--- src/rtl/twd_pkg.sv ---
// Shared types and constants of the trie word dictionary.
// Used by twd_front, twd_queue, twd_back and trie_word_dictionary.
package twd_pkg;

    localparam int POOL_NODES  = 16384;
    localparam int SLOTS       = 27;
    localparam int OTHER_SLOT  = 26;
    localparam int NODE_W      = $clog2(POOL_NODES);
    localparam int USED_W      = $clog2(POOL_NODES + 1);
    localparam int SLOT_W      = $clog2(SLOTS);
    localparam int ADDR_W      = $clog2(POOL_NODES * SLOTS);
    localparam int CH_W        = 8;
    localparam int COUNT_W     = 18;
    localparam int QUEUE_DEPTH = 2;
    localparam int QPTR_W      = (QUEUE_DEPTH > 1) ? $clog2(QUEUE_DEPTH) : 1;
    localparam int QCNT_W      = $clog2(QUEUE_DEPTH + 1);

    localparam logic [COUNT_W-1:0] COUNT_MAX = {COUNT_W{1'b1}};

    localparam logic [CH_W-1:0] CH_UPPER_A = 8'd65;
    localparam logic [CH_W-1:0] CH_UPPER_Z = 8'd90;
    localparam logic [CH_W-1:0] CH_LOWER_A = 8'd97;
    localparam logic [CH_W-1:0] CH_LOWER_Z = 8'd122;

    localparam logic MODE_INSERT = 1'b0;
    localparam logic MODE_CHECK  = 1'b1;

    typedef struct packed {
        logic              mode;
        logic [SLOT_W-1:0] slot;
        logic              last;
    } t_item;

    typedef struct packed {
        logic [NODE_W-1:0] parent;
        logic [SLOT_W-1:0] slot;
    } t_parent;

endpackage

--- src/rtl/twd_front.sv ---
// Input stage: accepts one character word, folds it to a trie slot, registers it.
// Depends on twd_pkg.
module twd_front import twd_pkg::*; (
    input  logic            i_clk,
    input  logic            i_rst_n,
    input  logic            i_valid,
    output logic            o_ready,
    input  logic            i_mode,
    input  logic [CH_W-1:0] i_ch,
    input  logic            i_last,
    output logic            o_valid,
    output t_item           o_item,
    input  logic            i_ready
);

    logic              r_valid;
    logic              n_valid;
    t_item             r_item;
    logic [SLOT_W-1:0] slot;
    logic              accept;

    always_comb begin
        if (i_ch inside {[CH_UPPER_A:CH_UPPER_Z]}) begin
            slot = SLOT_W'(i_ch - CH_UPPER_A);
        end else if (i_ch inside {[CH_LOWER_A:CH_LOWER_Z]}) begin
            slot = SLOT_W'(i_ch - CH_LOWER_A);
        end else begin
            slot = SLOT_W'(OTHER_SLOT);
        end
    end

    assign o_ready = !r_valid || i_ready;
    assign accept  = i_valid && o_ready;

    always_comb begin
        n_valid = r_valid;
        if (accept) begin
            n_valid = 1'b1;
        end else if (i_ready) begin
            n_valid = 1'b0;
        end
    end

    always_ff @(posedge i_clk) begin
        if (!i_rst_n) begin
            r_valid <= 1'b0;
        end else begin
            r_valid <= n_valid;
        end
    end

    always_ff @(posedge i_clk) begin
        if (accept) begin
            r_item <= '{mode: i_mode, slot: slot, last: i_last};
        end
    end

    assign o_valid = r_valid;
    assign o_item  = r_item;

endmodule

--- config.mk ---
export PLATFORM = sky130hd
export DESIGN_NAME = twd_front
export DESIGN_NICKNAME = d
export VERILOG_FILES = /design/src/rtl/twd_pkg.sv /design/src/rtl/twd_front.sv
export SDC_FILE = /design/constraint.sdc
export NUM_CORES = 1
export LEC_CHECK = 0
export BUFFER_PORTS_ARGS = -buffer_cell sky130_fd_sc_hd__buf_2
export CAP_MARGIN = 10
export CORE_AREA = 2 2 39 41
export CTS_BUF_LIST = sky130_fd_sc_hd__clkbuf_8
export CTS_CLUSTER_DIAMETER = 150
export DETAILED_ROUTE_END_ITERATION = 10
export DIE_AREA = 0 0 41 43
export GPL_TIMING_DRIVEN = 0
export PLACE_DENSITY = 0.73
export SLEW_MARGIN = 0
export SYNTH_ARGS = -nofsm -noshare
export SYNTH_HDL_FRONTEND = slang
export SYNTH_SLANG_ARGS = --single-unit
--- constraint.sdc ---
create_clock -name i_clk -period 3 [get_ports i_clk]
set_clock_uncertainty 0.2 [all_clocks]
set_input_delay 0.6 -clock i_clk [delete_from_list [all_inputs] [get_ports i_clk]]
set_output_delay 0.6 -clock i_clk [all_outputs]
set_load 0.02 [all_outputs]
==> summary.md <==
| Metric | Value |
|---|---|
| PnR worst setup slack | between 1000 and 1500 ps |
| Fill count | 130 |
| RSZ-0062 raised after global routing | no |
| Largest net degree at the start of global routing | 9 |
| CP Max Fanout | 6 |
| Final HPWL DP | around 660 um |
| Routed Antenna Nets | 0 |
| Post-synth top area share | approximately 46% |
| Via count of the routed design | ~380 |
| Hold Vio Cnt, Final | 0 |
| PD cells | about 490 nW/um2 |
| First-pass GRT wire length | between 1 and 1.5 mm |
| Status | finished, final reports clean |
| Leak | roughly 0.27 nW |
| Required @ worst endpoint | approximately 2700 ps |
| Initial Util | 33.36% |
| Async S/R FF share, synth | 0% |
| Synth unique cells | 23 |
| Syn-to-layout area delta | 37.94% |
| Largest cells by area after synthesis | edfxtp_1, ha_1, dfxtp_1 |
| Seq/Total Area, Yosys | 49.86% |
| FF+latch count, synth | 8 |
| Synthesized Nets | between 50 and 60 |
| Crit. End Element | register |
| Syn avg cell area | 12.15 um2 |
| Die X | about 40 um |
| Dominant cell type by area after synthesis | edfxtp_1 |
| Site Rows | 14 |
| Crit share post-route | around 64% |
| Top FF cell, synth | edfxtp_1 |
| TNS Setup | 0 ps |
| Slew @ Worst Pin | approximately 520 ps |
| Clk sinks | 8 |
| Die Area | ~1800 um2 |
| Total routed wirelength | between 800 and 900 um |
| WP data arrival | between 1500 and 2000 ps |
| Post-CTS setup buffer count | 0 |
| GP Congestion | 0.6982 |
| Slew Limit Headroom | 64.72% |
| Mapped Cells | 38 |
| Placeable Area | between 1000 and 1500 um2 |
| DR WL/cell | ~10 um |
| Max Clock Freq | about 520 MHz |
| CP Launch Type | primary input |
| Dpl cell area | between 500 and 600 um2 |
| Number of synthesized flops with an enable pin | 7 |
| CTS tree | built |
| Share of cells above drive strength 1 | 45.31% |
| Max-Cap Viols | 0 |
| DR DRC count | 0 |
| Type of the worst setup path | primary input to register |
| Total grt overflow | 0 |
| Die Height | between 40 and 50 um |
| Synth warn | 0 |
| Post-Syn Area | 461.7 um2 |
| Bufs on Longest Clock Path | 2 |
| Final setup fails | 0 |
| H-tree depth | 1 |
| Worst hold-check path type | register to register |
| Reg clk slew, reported paths | 40 ps |
| Drt first pass iters | 4 |
| Final Critical Period | around 1900 ps |
| Via-to-Cell Ratio | between 4 and 5 |
| Inserted Clock Buffers | 3 |
| Most frequent cell after synthesis | edfxtp_1 |
| GRT Resource Usage Total | 11.12% |
| Resize count post-CTS | 0 |
| N_diodes | 0 |
| Synth cell count leaders | edfxtp_1, ha_1, inv_1, nand2b_1 |
| Final Max Slew Viols | 0 |
| Fin nets | around 80 |
| Clock root cell | clkbuf_8 |
| Clock Latency Late Sink | 220 ps |
| VDD IR-drop max | approximately 0.17 mV |
| Initial drt markers | 9 |
| Cts hold-fix bufs | 0 |
| Initial antenna violation count | 0 |
| Port bufs | 22 |
| I/O Pins | 23 |
| Vias in the first global route | between 300 and 400 |
| Post-route cell area | ~640 um2 |
| Pre-CTS WS | roughly 830 ps |
stage by stage:
step           hold slack [ps]  cells  utilization [%]  power, mW
3_3_place_gp             301.1     76            42.77     0.1817
6_report                 323.9     80            46.02     0.3089
3_5_place_dp             321.6     76            42.77     0.1827
2_1_floorplan            498.9     38                -     0.1610
4_1_cts                  328.5     80            46.02     0.3132
5_1_grt                  343.2     80            46.02     0.3288
where the power goes:
| group | switching (mW) | internal [mW] |
|---|---|---|
| clock | 0.0397 | 0.0884 |
| sequential | 0.00125 | 0.129 |
| combinational | 0.0297 | 0.0211 |
cell families after synthesis:
group                      synth area share, %
adders and majority gates                8.131
xor gates and xnor gates                 3.795
DFF                                      49.86
and+or+nand+nor                          15.45
AOI/OAI and AO/OA                        20.32
buffers and inverters                    2.439
state kept, by name (all words and copies together), names as in the netlist:
name	flops
o_valid	1
o_item	7
cell type report:
cell class | instances | area [um2] | share of cell area (%)
sequential | 8 | 230.2 | 36.15
clock buffer | 3 | 41.29 | 6.483
clock inverter | 1 | 3.754 | 0.5894
multi-input combinational | 27 | 220.2 | 34.58
inverter | 3 | 11.26 | 1.768
tap | 16 | 20.02 | 3.143
timing repair buffer | 22 | 110.1 | 17.29
cells in the final DEF, fill, tap and decap left out, types with 2 or more instances in the layout:
cell type	count
edfxtp_1	7
inv_1	4
xnor2_1	2
nand2b_1	3
ha_1	3
o211ai_1	2
clkbuf_8	3
a21boi_0	2
buf_2	22
metal layers:
layer	global-route usage [%]	wire [um]	share of wire, %
met5	0	0	0
met4	8.000	0	0
met3	1.571	71	8.8
met2	15.63	391	48
met1	14.80	347	43
worst paths after layout:
path                                              to                  from  depth (start not counted)  slack (ps)
worst max register to register   o_item[6]$_DFFE_PP_  o_valid$_SDFFE_PN0P_                          2        1770
worst max-delay path             o_item[1]$_DFFE_PP_               i_ch[1]                          6        1090
worst min register to register  o_valid$_SDFFE_PN0P_  o_valid$_SDFFE_PN0P_                          2         320
worst min-delay path            o_valid$_SDFFE_PN0P_  o_valid$_SDFFE_PN0P_                          2         320
critical path, cell delays in order:
cell	delay, ps
buf_2	140
inv_1	80
ha_1	220
nand2b_4	70
o41ai_1	440
a211oi_1	110
Power figures use the tool's default switching activity.
