File: src/rtl/twd_pkg.sv
// Shared types and constants of the trie word dictionary.
// Used by twd_front, twd_queue, twd_back and trie_word_dictionary.
package twd_pkg;

    localparam int POOL_NODES  = 16384;
    localparam int SLOTS       = 27;
    localparam int OTHER_SLOT  = 26;
    localparam int NODE_W      = $clog2(POOL_NODES);
    localparam int USED_W      = $clog2(POOL_NODES + 1);
    localparam int SLOT_W      = $clog2(SLOTS);
    localparam int ADDR_W      = $clog2(POOL_NODES * SLOTS);
    localparam int CH_W        = 8;
    localparam int COUNT_W     = 18;
    localparam int QUEUE_DEPTH = 2;
    localparam int QPTR_W      = (QUEUE_DEPTH > 1) ? $clog2(QUEUE_DEPTH) : 1;
    localparam int QCNT_W      = $clog2(QUEUE_DEPTH + 1);

    localparam logic [COUNT_W-1:0] COUNT_MAX = {COUNT_W{1'b1}};

    localparam logic [CH_W-1:0] CH_UPPER_A = 8'd65;
    localparam logic [CH_W-1:0] CH_UPPER_Z = 8'd90;
    localparam logic [CH_W-1:0] CH_LOWER_A = 8'd97;
    localparam logic [CH_W-1:0] CH_LOWER_Z = 8'd122;

    localparam logic MODE_INSERT = 1'b0;
    localparam logic MODE_CHECK  = 1'b1;

    typedef struct packed {
        logic              mode;
        logic [SLOT_W-1:0] slot;
        logic              last;
    } t_item;

    typedef struct packed {
        logic [NODE_W-1:0] parent;
        logic [SLOT_W-1:0] slot;
    } t_parent;

endpackage

File: src/rtl/twd_queue.sv
// Short queue of classified characters between the front stage and the trie walker.
// Depends on twd_pkg.
module twd_queue import twd_pkg::*; (
    input  logic  i_clk,
    input  logic  i_rst_n,
    input  logic  i_valid,
    output logic  o_ready,
    input  t_item i_item,
    output logic  o_valid,
    input  logic  i_ready,
    output t_item o_item
);

    t_item             r_mem [QUEUE_DEPTH];
    logic [QPTR_W-1:0] r_wr_ptr;
    logic [QPTR_W-1:0] r_rd_ptr;
    logic [QCNT_W-1:0] r_count;
    logic [QPTR_W-1:0] n_wr_ptr;
    logic [QPTR_W-1:0] n_rd_ptr;
    logic [QCNT_W-1:0] n_count;
    logic              push;
    logic              pop;

    assign o_ready = (r_count != QCNT_W'(QUEUE_DEPTH));
    assign o_valid = (r_count != '0);
    assign o_item  = r_mem[r_rd_ptr];
    assign push    = i_valid && o_ready;
    assign pop     = o_valid && i_ready;

    always_comb begin
        n_wr_ptr = r_wr_ptr;
        n_rd_ptr = r_rd_ptr;
        n_count  = r_count;
        if (push) begin
            n_wr_ptr = (r_wr_ptr == QPTR_W'(QUEUE_DEPTH - 1)) ? '0 : r_wr_ptr + 1'b1;
        end
        if (pop) begin
            n_rd_ptr = (r_rd_ptr == QPTR_W'(QUEUE_DEPTH - 1)) ? '0 : r_rd_ptr + 1'b1;
        end
        if (push && !pop) begin
            n_count = r_count + 1'b1;
        end else if (pop && !push) begin
            n_count = r_count - 1'b1;
        end
    end

    always_ff @(posedge i_clk) begin
        if (!i_rst_n) begin
            r_wr_ptr <= '0;
            r_rd_ptr <= '0;
            r_count  <= '0;
        end else begin
            r_wr_ptr <= n_wr_ptr;
            r_rd_ptr <= n_rd_ptr;
            r_count  <= n_count;
        end
    end

    always_ff @(posedge i_clk) begin
        if (push) begin
            r_mem[r_wr_ptr] <= i_item;
        end
    end

endmodule

File: config.mk
export PLATFORM = sky130hd
export DESIGN_NAME = twd_queue
export DESIGN_NICKNAME = d
export VERILOG_FILES = /design/src/rtl/twd_pkg.sv /design/src/rtl/twd_queue.sv
export SDC_FILE = /design/constraint.sdc
export NUM_CORES = 1
export LEC_CHECK = 0
export BUFFER_PORTS_ARGS = -buffer_cell sky130_fd_sc_hd__buf_2
export CORE_UTILIZATION = 52
export CTS_BUF_LIST = sky130_fd_sc_hd__clkbuf_4
export DETAILED_ROUTE_END_ITERATION = 8
export PLACE_DENSITY = 0.9
export SLEW_MARGIN = 15
export SYNTH_ARGS = -nofsm -noshare
export SYNTH_HDL_FRONTEND = slang
export SYNTH_SLANG_ARGS = --single-unit
File: constraint.sdc
create_clock -name i_clk -period 1.8 [get_ports i_clk]
set_clock_uncertainty 0.05 [all_clocks]
set_input_delay 0.36 -clock i_clk [delete_from_list [all_inputs] [get_ports i_clk]]
set_output_delay 0.36 -clock i_clk [all_outputs]
set_load 0.05 [all_outputs]
==> summary.md, run 1 <==
| Metric | Value |
|---|---|
| Antenna viol nets, final | 0 |
| Initial antenna violation count | 0 |
| Die Height | 39.90 um |
| Hold_buf cts | 0 |
| Final hold vios | 0 |
| # setup viols final | 0 |
| Avg Cell Area, Syn | 16.24 um^2 |
| Most frequent cell after synthesis | edfxtp_1 |
| Fin util | 0.6733 |
| Syn Nets | 58 |
| Synth unique cells | 19 |
| Synth Cell Area | 747.0 um^2 |
| Share of layout cells above drive strength 1 | 0.5000 |
| Drt initial violations | 11 |
| Residual DRC | 0 |
| RSZ-0062 raised after global routing | false |
| Main flop type after synthesis | edfxtp_1 |
| DRT Wirelength | 1.062 mm |
| Die area | 1592 um^2 |
| Grt ovf | 0 |
| Setup WS pre-CTS | 0.2034 ns |
| DR vias | 427 |
| Largest cells by area after synthesis | edfxtp_1, dfxtp_1, mux2_2, and2_1, xnor2_1 |
| Yosys warnings | 0 |
| Core area | 1318 um^2 |
| Slew headroom | 0.7747 |
| Overall die width | 39.90 um |
| TritonCTS clock tree | yes |
| Hold path endpoint | r_mem[1][2] |
| Arrival time at the worst endpoint | 1.28 ns |
| Hold path startpoint | i_item[2] |
| CTS clk-pin slew, worst paths | 0.10 ns |
| Type of the worst min-delay path | input port to flop |
| Max Fclk | 591.1 MHz |
| Post-route cell area | 887.1 um^2 |
| Clk Latency, worst-skew pair | 0.29 ns |
| Starting density of the core | 0.5670 |
| CP Launch Type | flop |
| Peak fanout along the critical path | 7 |
| Pleak | 0.0003544 uW |
| Placed cell areas | 855.8 um^2 |
| GRT Util Overall | 0.1552 |
| Status | complete, no violations |
| Rows | 13 |
| Largest net degree at the start of global routing | 11 |
| Vias in the first global route | 385 |
| Number of synthesized flops with an enable pin | 14 |
| Root buf cell | clkbuf_4 |
| Final Worst Setup Slack | 0.1083 ns |
| Post-CTS setup buffers | 0 |
| Post-synthesis cell count | 46 |
| H-tree depth | 1 |
| DP HPWL | 806.4 um |
| PD cells | 1615 nW/um^2 |
| Pins Over Slew Limit | 0 |
| Post-synth top cells | edfxtp_1, mux2_2, dfxtp_1, and2_1, xnor2_1 |
| Least-Margin Pin Slew | 0.3380 ns |
| Share of the synthesized area in the top cell type | 0.5628 |
| TritonCTS Buffers | 3 |
| Wire length per cell | 12.80 um |
| Max VDD drop | 847.0 uV |
| Post-synthesis sequential area ratio | 0.6968 |
| Post-DR vias/cell | 5.145 |
| FF-to-FF setup slack | 0.20 ns |
| CP endpoint kind | output port |
| Top Ports | 20 |
| Ys async rst share | 0 |
| NumNets Final | 81 |
| Minimum clock period | 1.692 ns |
| TritonRoute pass-1 iters | 3 |
| Setup TNS | 0 ns |
| Clk buf depth | 2 |
| Global-route wire length before repair | 1.511 mm |
| Hold depth | 1 |
| CTS Sinks | 19 |
| Area grow syn2layout | 18.76% |
| Worst r2r path cells | 5 |
| Port Buf Inserts | 19 |
| Reg2reg start | r_count[0] |
| Max-cap viol count | 0 |
| Number of synthesized register bits | 19 |
| Post-synth top area cell | edfxtp_1 |
| Ant. Diodes | 0 |
| Period utilization | 0.9398 |
| Placer Congestion | 0.6360 |
| Crit path required time | 1.39 ns |
| Reg2reg end | r_count[1] |
| Critical path type | flop to output port |
-- worst max path at each step --
stage,slack (ns),start,to
floorplan,0.17,r_count[0],r_count[1]
finish,0.11,flop,o_item[4]
global route,0.04,flop,o_item[0]
CTS,0.1,flop,o_item[4]
global placement,0.26,r_count[0],r_count[1]
detailed placement,0.20,r_count[0],r_count[1]
-- report_power, final --
part           internal [uW]  switching, uW  leakage [uW]
Combinational            209            384      0.000164
Sequential               559           60.6      0.000172
Clock                    101            118     0.0000184
Total                    870            563      0.000354
-- layout by cell type, fill, tap and decap left out --
cell and instances:
a21bo_2 1, a21boi_0 1, a21boi_1 1, and2_1 4
and3_1 1, buf_2 19, clkbuf_4 4, dfxtp_1 4
dfxtp_2 1, edfxtp_1 14, ha_1 1, inv_1 1
mux2_2 7, nand2b_4 1, nand3b_1 1, o21ai_0 1
o21ai_1 1, or2_2 1, or3_1 1, xnor2_1 2
xor2_1 1
-- per-layer routing --
metal	vias to the layer above	wire, um	global-route usage
li1	212	-	-
met1	198	445	0.1648
met2	13	547	0.2702
met3	4	55	0.05114
met4	0	14	0.07759
met5	-	0	0
-- sequential cells by signal, indices dropped and copies added, names as in the netlist, named ones only --
signal    cells
r_rd_ptr      1
r_count       2
r_wr_ptr      1
r_mem        14
-- cells by family after synthesis --
logic type,Yosys count,synth area share
AND/OR/NAND/NOR,9,0.08711
XOR/XNOR,3,0.03518
adder cells (fa/ha/maj),1,0.01675
flip-flops,19,0.6968
multiplexers,7,0.1055
buffers and inverters,2,0.01171
AO/OA/AOI/OAI,5,0.04690
-- cell type report --
cell class	instances	area [um^2]
multi-input cells	25	217.7
inverters	1	3.754
flip-flops and latches	19	521.8
fillers	101	430.4
repair buffers	19	95.09
well taps	15	18.77
clock buffers	4	30.03
-- what timing repair did --
action / CTS / global route
setup endpoints to repair: 3 / 0
endpoints found under the hold margin: 0 / 0
resized for setup: 1 / 0
-- critical path, stage by stage (launching register included) --
cell     delay [ns]
dfxtp_2        0.43
mux2_2         0.36
buf_2          0.21
-- through the flow --
step / cells / total power (uW) / hold slack (ns)
3_5_place_dp: 79 / 1226 / 0.5039
5_1_grt: 83 / 1506 / 0.1885
6_report: 83 / 1433 / 0.2050
4_1_cts: 83 / 1442 / 0.2025
2_1_floorplan: 46 / 1114 / 0.4089
3_3_place_gp: 79 / 1208 / 0.4893
Power figures use the tool's default switching activity.
==> inputs of run 2 (changes only) <==
--- a/config.mk
+++ b/config.mk
@@ -6,10 +6,10 @@
 export NUM_CORES = 1
 export LEC_CHECK = 0
 export BUFFER_PORTS_ARGS = -buffer_cell sky130_fd_sc_hd__buf_2
-export CORE_UTILIZATION = 52
+export CORE_UTILIZATION = 53
 export CTS_BUF_LIST = sky130_fd_sc_hd__clkbuf_4
 export DETAILED_ROUTE_END_ITERATION = 8
-export PLACE_DENSITY = 0.9
+export PLACE_DENSITY = 0.91
 export SLEW_MARGIN = 15
 export SYNTH_ARGS = -nofsm -noshare
 export SYNTH_HDL_FRONTEND = slang
==> constraint.sdc (replaced) <==
create_clock -name i_clk -period 2.1 [get_ports i_clk]
set_clock_uncertainty 0.05 [all_clocks]
set_input_delay 0.42 -clock i_clk [delete_from_list [all_inputs] [get_ports i_clk]]
set_output_delay 0.42 -clock i_clk [all_outputs]
set_load 0.05 [all_outputs]
==> run 2 against run 1 <==
Setup slack improved by 0.13 ns; largest power group unchanged; largest cell class unchanged; sequential power shrank 14%; critical path type unchanged; non-clock buffer count did not move.
==> summary.md, run 2 (same netlist as run 1, synthesis figures left out) <==
| Metric | Value |
|---|---|
| Status | complete, no violations |
| TritonCTS clock tree | yes |
| H-tree depth | 1 (unchanged) |
| Core area | 1301 um^2 (-1.2%) |
| Pins Over Slew Limit | 0 (unchanged) |
| Max Fclk | 537.5 MHz |
| Die area | 1563 um^2 (-1.8%) |
| Die Height | 39.54 um (-0.90%) |
| Port Buf Inserts | 19 (unchanged) |
| Drt initial violations | 14 (+3) |
| Vias in the first global route | 341 (-11%) |
| Placer Congestion | 0.6274 (-1.4%) |
| TritonRoute pass-1 iters | 4 (+1) |
| FF-to-FF setup slack | 0.48 ns (+0.28 ns) |
| Worst path slowest cell | dfxtp_1 |
| CP Launch Type | flop |
| Arrival time at the worst endpoint | 1.39 ns (+0.11 ns) |
| Top Ports | 20 (unchanged) |
| Hold path startpoint | i_item[1] |
| Clk Latency, worst-skew pair | 0.29 ns (about the same) |
| CTS Sinks | 19 (unchanged) |
| Final hold vios | 0 (unchanged) |
| CTS clk-pin slew, worst paths | 0.11 ns (about the same) |
| Ant. Diodes | 0 (unchanged) |
| Starting density of the core | 0.5740 (+0.007087) |
| Residual DRC | 0 (unchanged) |
| Minimum clock period | 1.860 ns |
| RSZ-0062 raised after global routing | false |
| Post-DR vias/cell | 5.072 (-1.4%) |
| Max VDD drop | 694.2 uV (-18%) |
| Cell family with most CP delay | flip-flops |
| # fillers | 99 (-2.0%) |
| Reg2reg start | r_count[0] |
| Area grow syn2layout | 18.26% |
| Antenna viol nets, final | 0 (unchanged) |
| Overall die width | 39.54 um (-0.90%) |
| Hold depth | 1 (unchanged) |
| Hold_buf cts | 0 (unchanged) |
| DRT Wirelength | 1.102 mm (+3.8%) |
| Critical Path, Cell by Cell | mux2_2 > buf_2 |
| Wire length per cell | 13.28 um (+3.8%) |
| Max reg flops | 14 (unchanged) |
| Hold path endpoint | r_mem[1][1] |
| PD cells | 1386 nW/um^2 (-14%) |
| Crit path required time | 1.63 ns (+0.24 ns) |
| DP HPWL | 804.4 um (-0.25%) |
| Initial antenna violation count | 0 (unchanged) |
| Top reg by flops | r_mem |
| Biggest regs | r_mem (14), r_count (2) |
| CP endpoint kind | output port |
| Slew headroom | 0.7740 (about the same) |
| Most frequent cells in the layout | buf_2, edfxtp_1, mux2_2 |
| Reg2reg end | r_count[1] |
| Critical path type | flop to output port |
| Type of the worst min-delay path | input port to flop |
| Placed cell areas | 855.8 um^2 (unchanged) |
| CP Buf/Inv Count | 1 (unchanged) |
| Least-Margin Pin Slew | 0.3390 ns (+0.001003 ns) |
| NumNets Final | 81 (unchanged) |
| Post-route cell area | 883.3 um^2 (-0.42%) |
| Largest net degree at the start of global routing | 12 (+1) |
| Placed Cells | 79 (unchanged) |
| Global-route wire length before repair | 1.497 mm (-0.93%) |
| Post-CTS resize count | 0 (-1) |
| Pleak | 0.0003533 uW (-0.30%) |
| Most common cell after layout, fill and taps aside | buf_2 |
| Share of layout cells above drive strength 1 | 0.4853 (-0.01471) |
| Peak fanout along the critical path | 7 (unchanged) |
| Non-filler cells, final | 83 (unchanged) |
| TritonCTS Buffers | 3 (unchanged) |
| Post-CTS setup buffers | 0 (unchanged) |
| # setup viols final | 0 (unchanged) |
| Grt ovf | 0 (unchanged) |
| Biggest cell delay along the critical path | 0.52 ns (+0.09 ns) |
| Max-cap viol count | 0 (unchanged) |
| Root buf cell | clkbuf_4 |
| GRT Util Overall | 0.1604 (+0.005154) |
| DR vias | 421 (-1.4%) |
| Period utilization | 0.8859 |
| Clk buf depth | 2 (unchanged) |
| Worst r2r path cells | 5 (unchanged) |
| Setup TNS | 0 ns (unchanged) |
| Rows | 13 (unchanged) |
-- run 2: power by group --
group	switching, uW	leakage (uW)	internal, uW
registers	53.8	0.000172	477
logic	336	0.000164	179
clock network	108	0.0000177	70.9
-- run 2: routing by layer --
metal  vias up  routed length, um  share of wire  global-route usage
met5         -                  0              0                   0
li1        210                  -              -                   -
met1       194                474           0.43              0.1835
met3         4                 66          0.060             0.05114
met4         0                 17          0.015              0.1034
met2        13                543           0.49              0.2541
-- run 2: cell type report --
class / count / area, um^2 / area share
clock buffers: 3 / 22.52 / 0.02550
clock inverters: 1 / 5.005 / 0.005666
well taps: 15 / 18.77 / 0.02125
inverters: 1 / 3.754 / 0.004249
repair buffers: 19 / 95.09 / 0.1076
flip-flops and latches: 19 / 520.5 / 0.5892
multi-input cells: 25 / 217.7 / 0.2465
-- run 2: worst max-delay path by stage --
stage	startpoint	to	slack, ns	cells past startpoint
2_1_floorplan	r_count[0]	r_count[1]	0.47	5
5_1_grt	flop	o_item[6]	0.19	2
4_1_cts	flop	o_item[1]	0.21	2
3_5_place_dp	i_valid	r_count[1]	0.52	5
6_report	flop	o_item[1]	0.24	2
3_3_place_gp	i_valid	r_count[1]	0.55	5
-- run 2: through the flow --
stage,util,total power [uW],setup WS [ns],hold WS [ns]
4_1_cts,0.6788,1233,0.2127,0.2483
3_3_place_gp,0.6577,1036,0.5475,0.4821
6_report,0.6788,1225,0.2395,0.2555
2_1_floorplan,-,954.6,0.4683,0.4624
5_1_grt,0.6788,1284,0.1866,0.2403
3_5_place_dp,0.6577,1052,0.5170,0.4919
-- run 2: worst register-to-register path, stage by stage (launching register included) --
cell and delay (ns):
dfxtp_1 0.38, nand2b_4 0.17, and2_1 0.16, ha_1 0.31, or3_1 0.36, a21boi_1 0.13
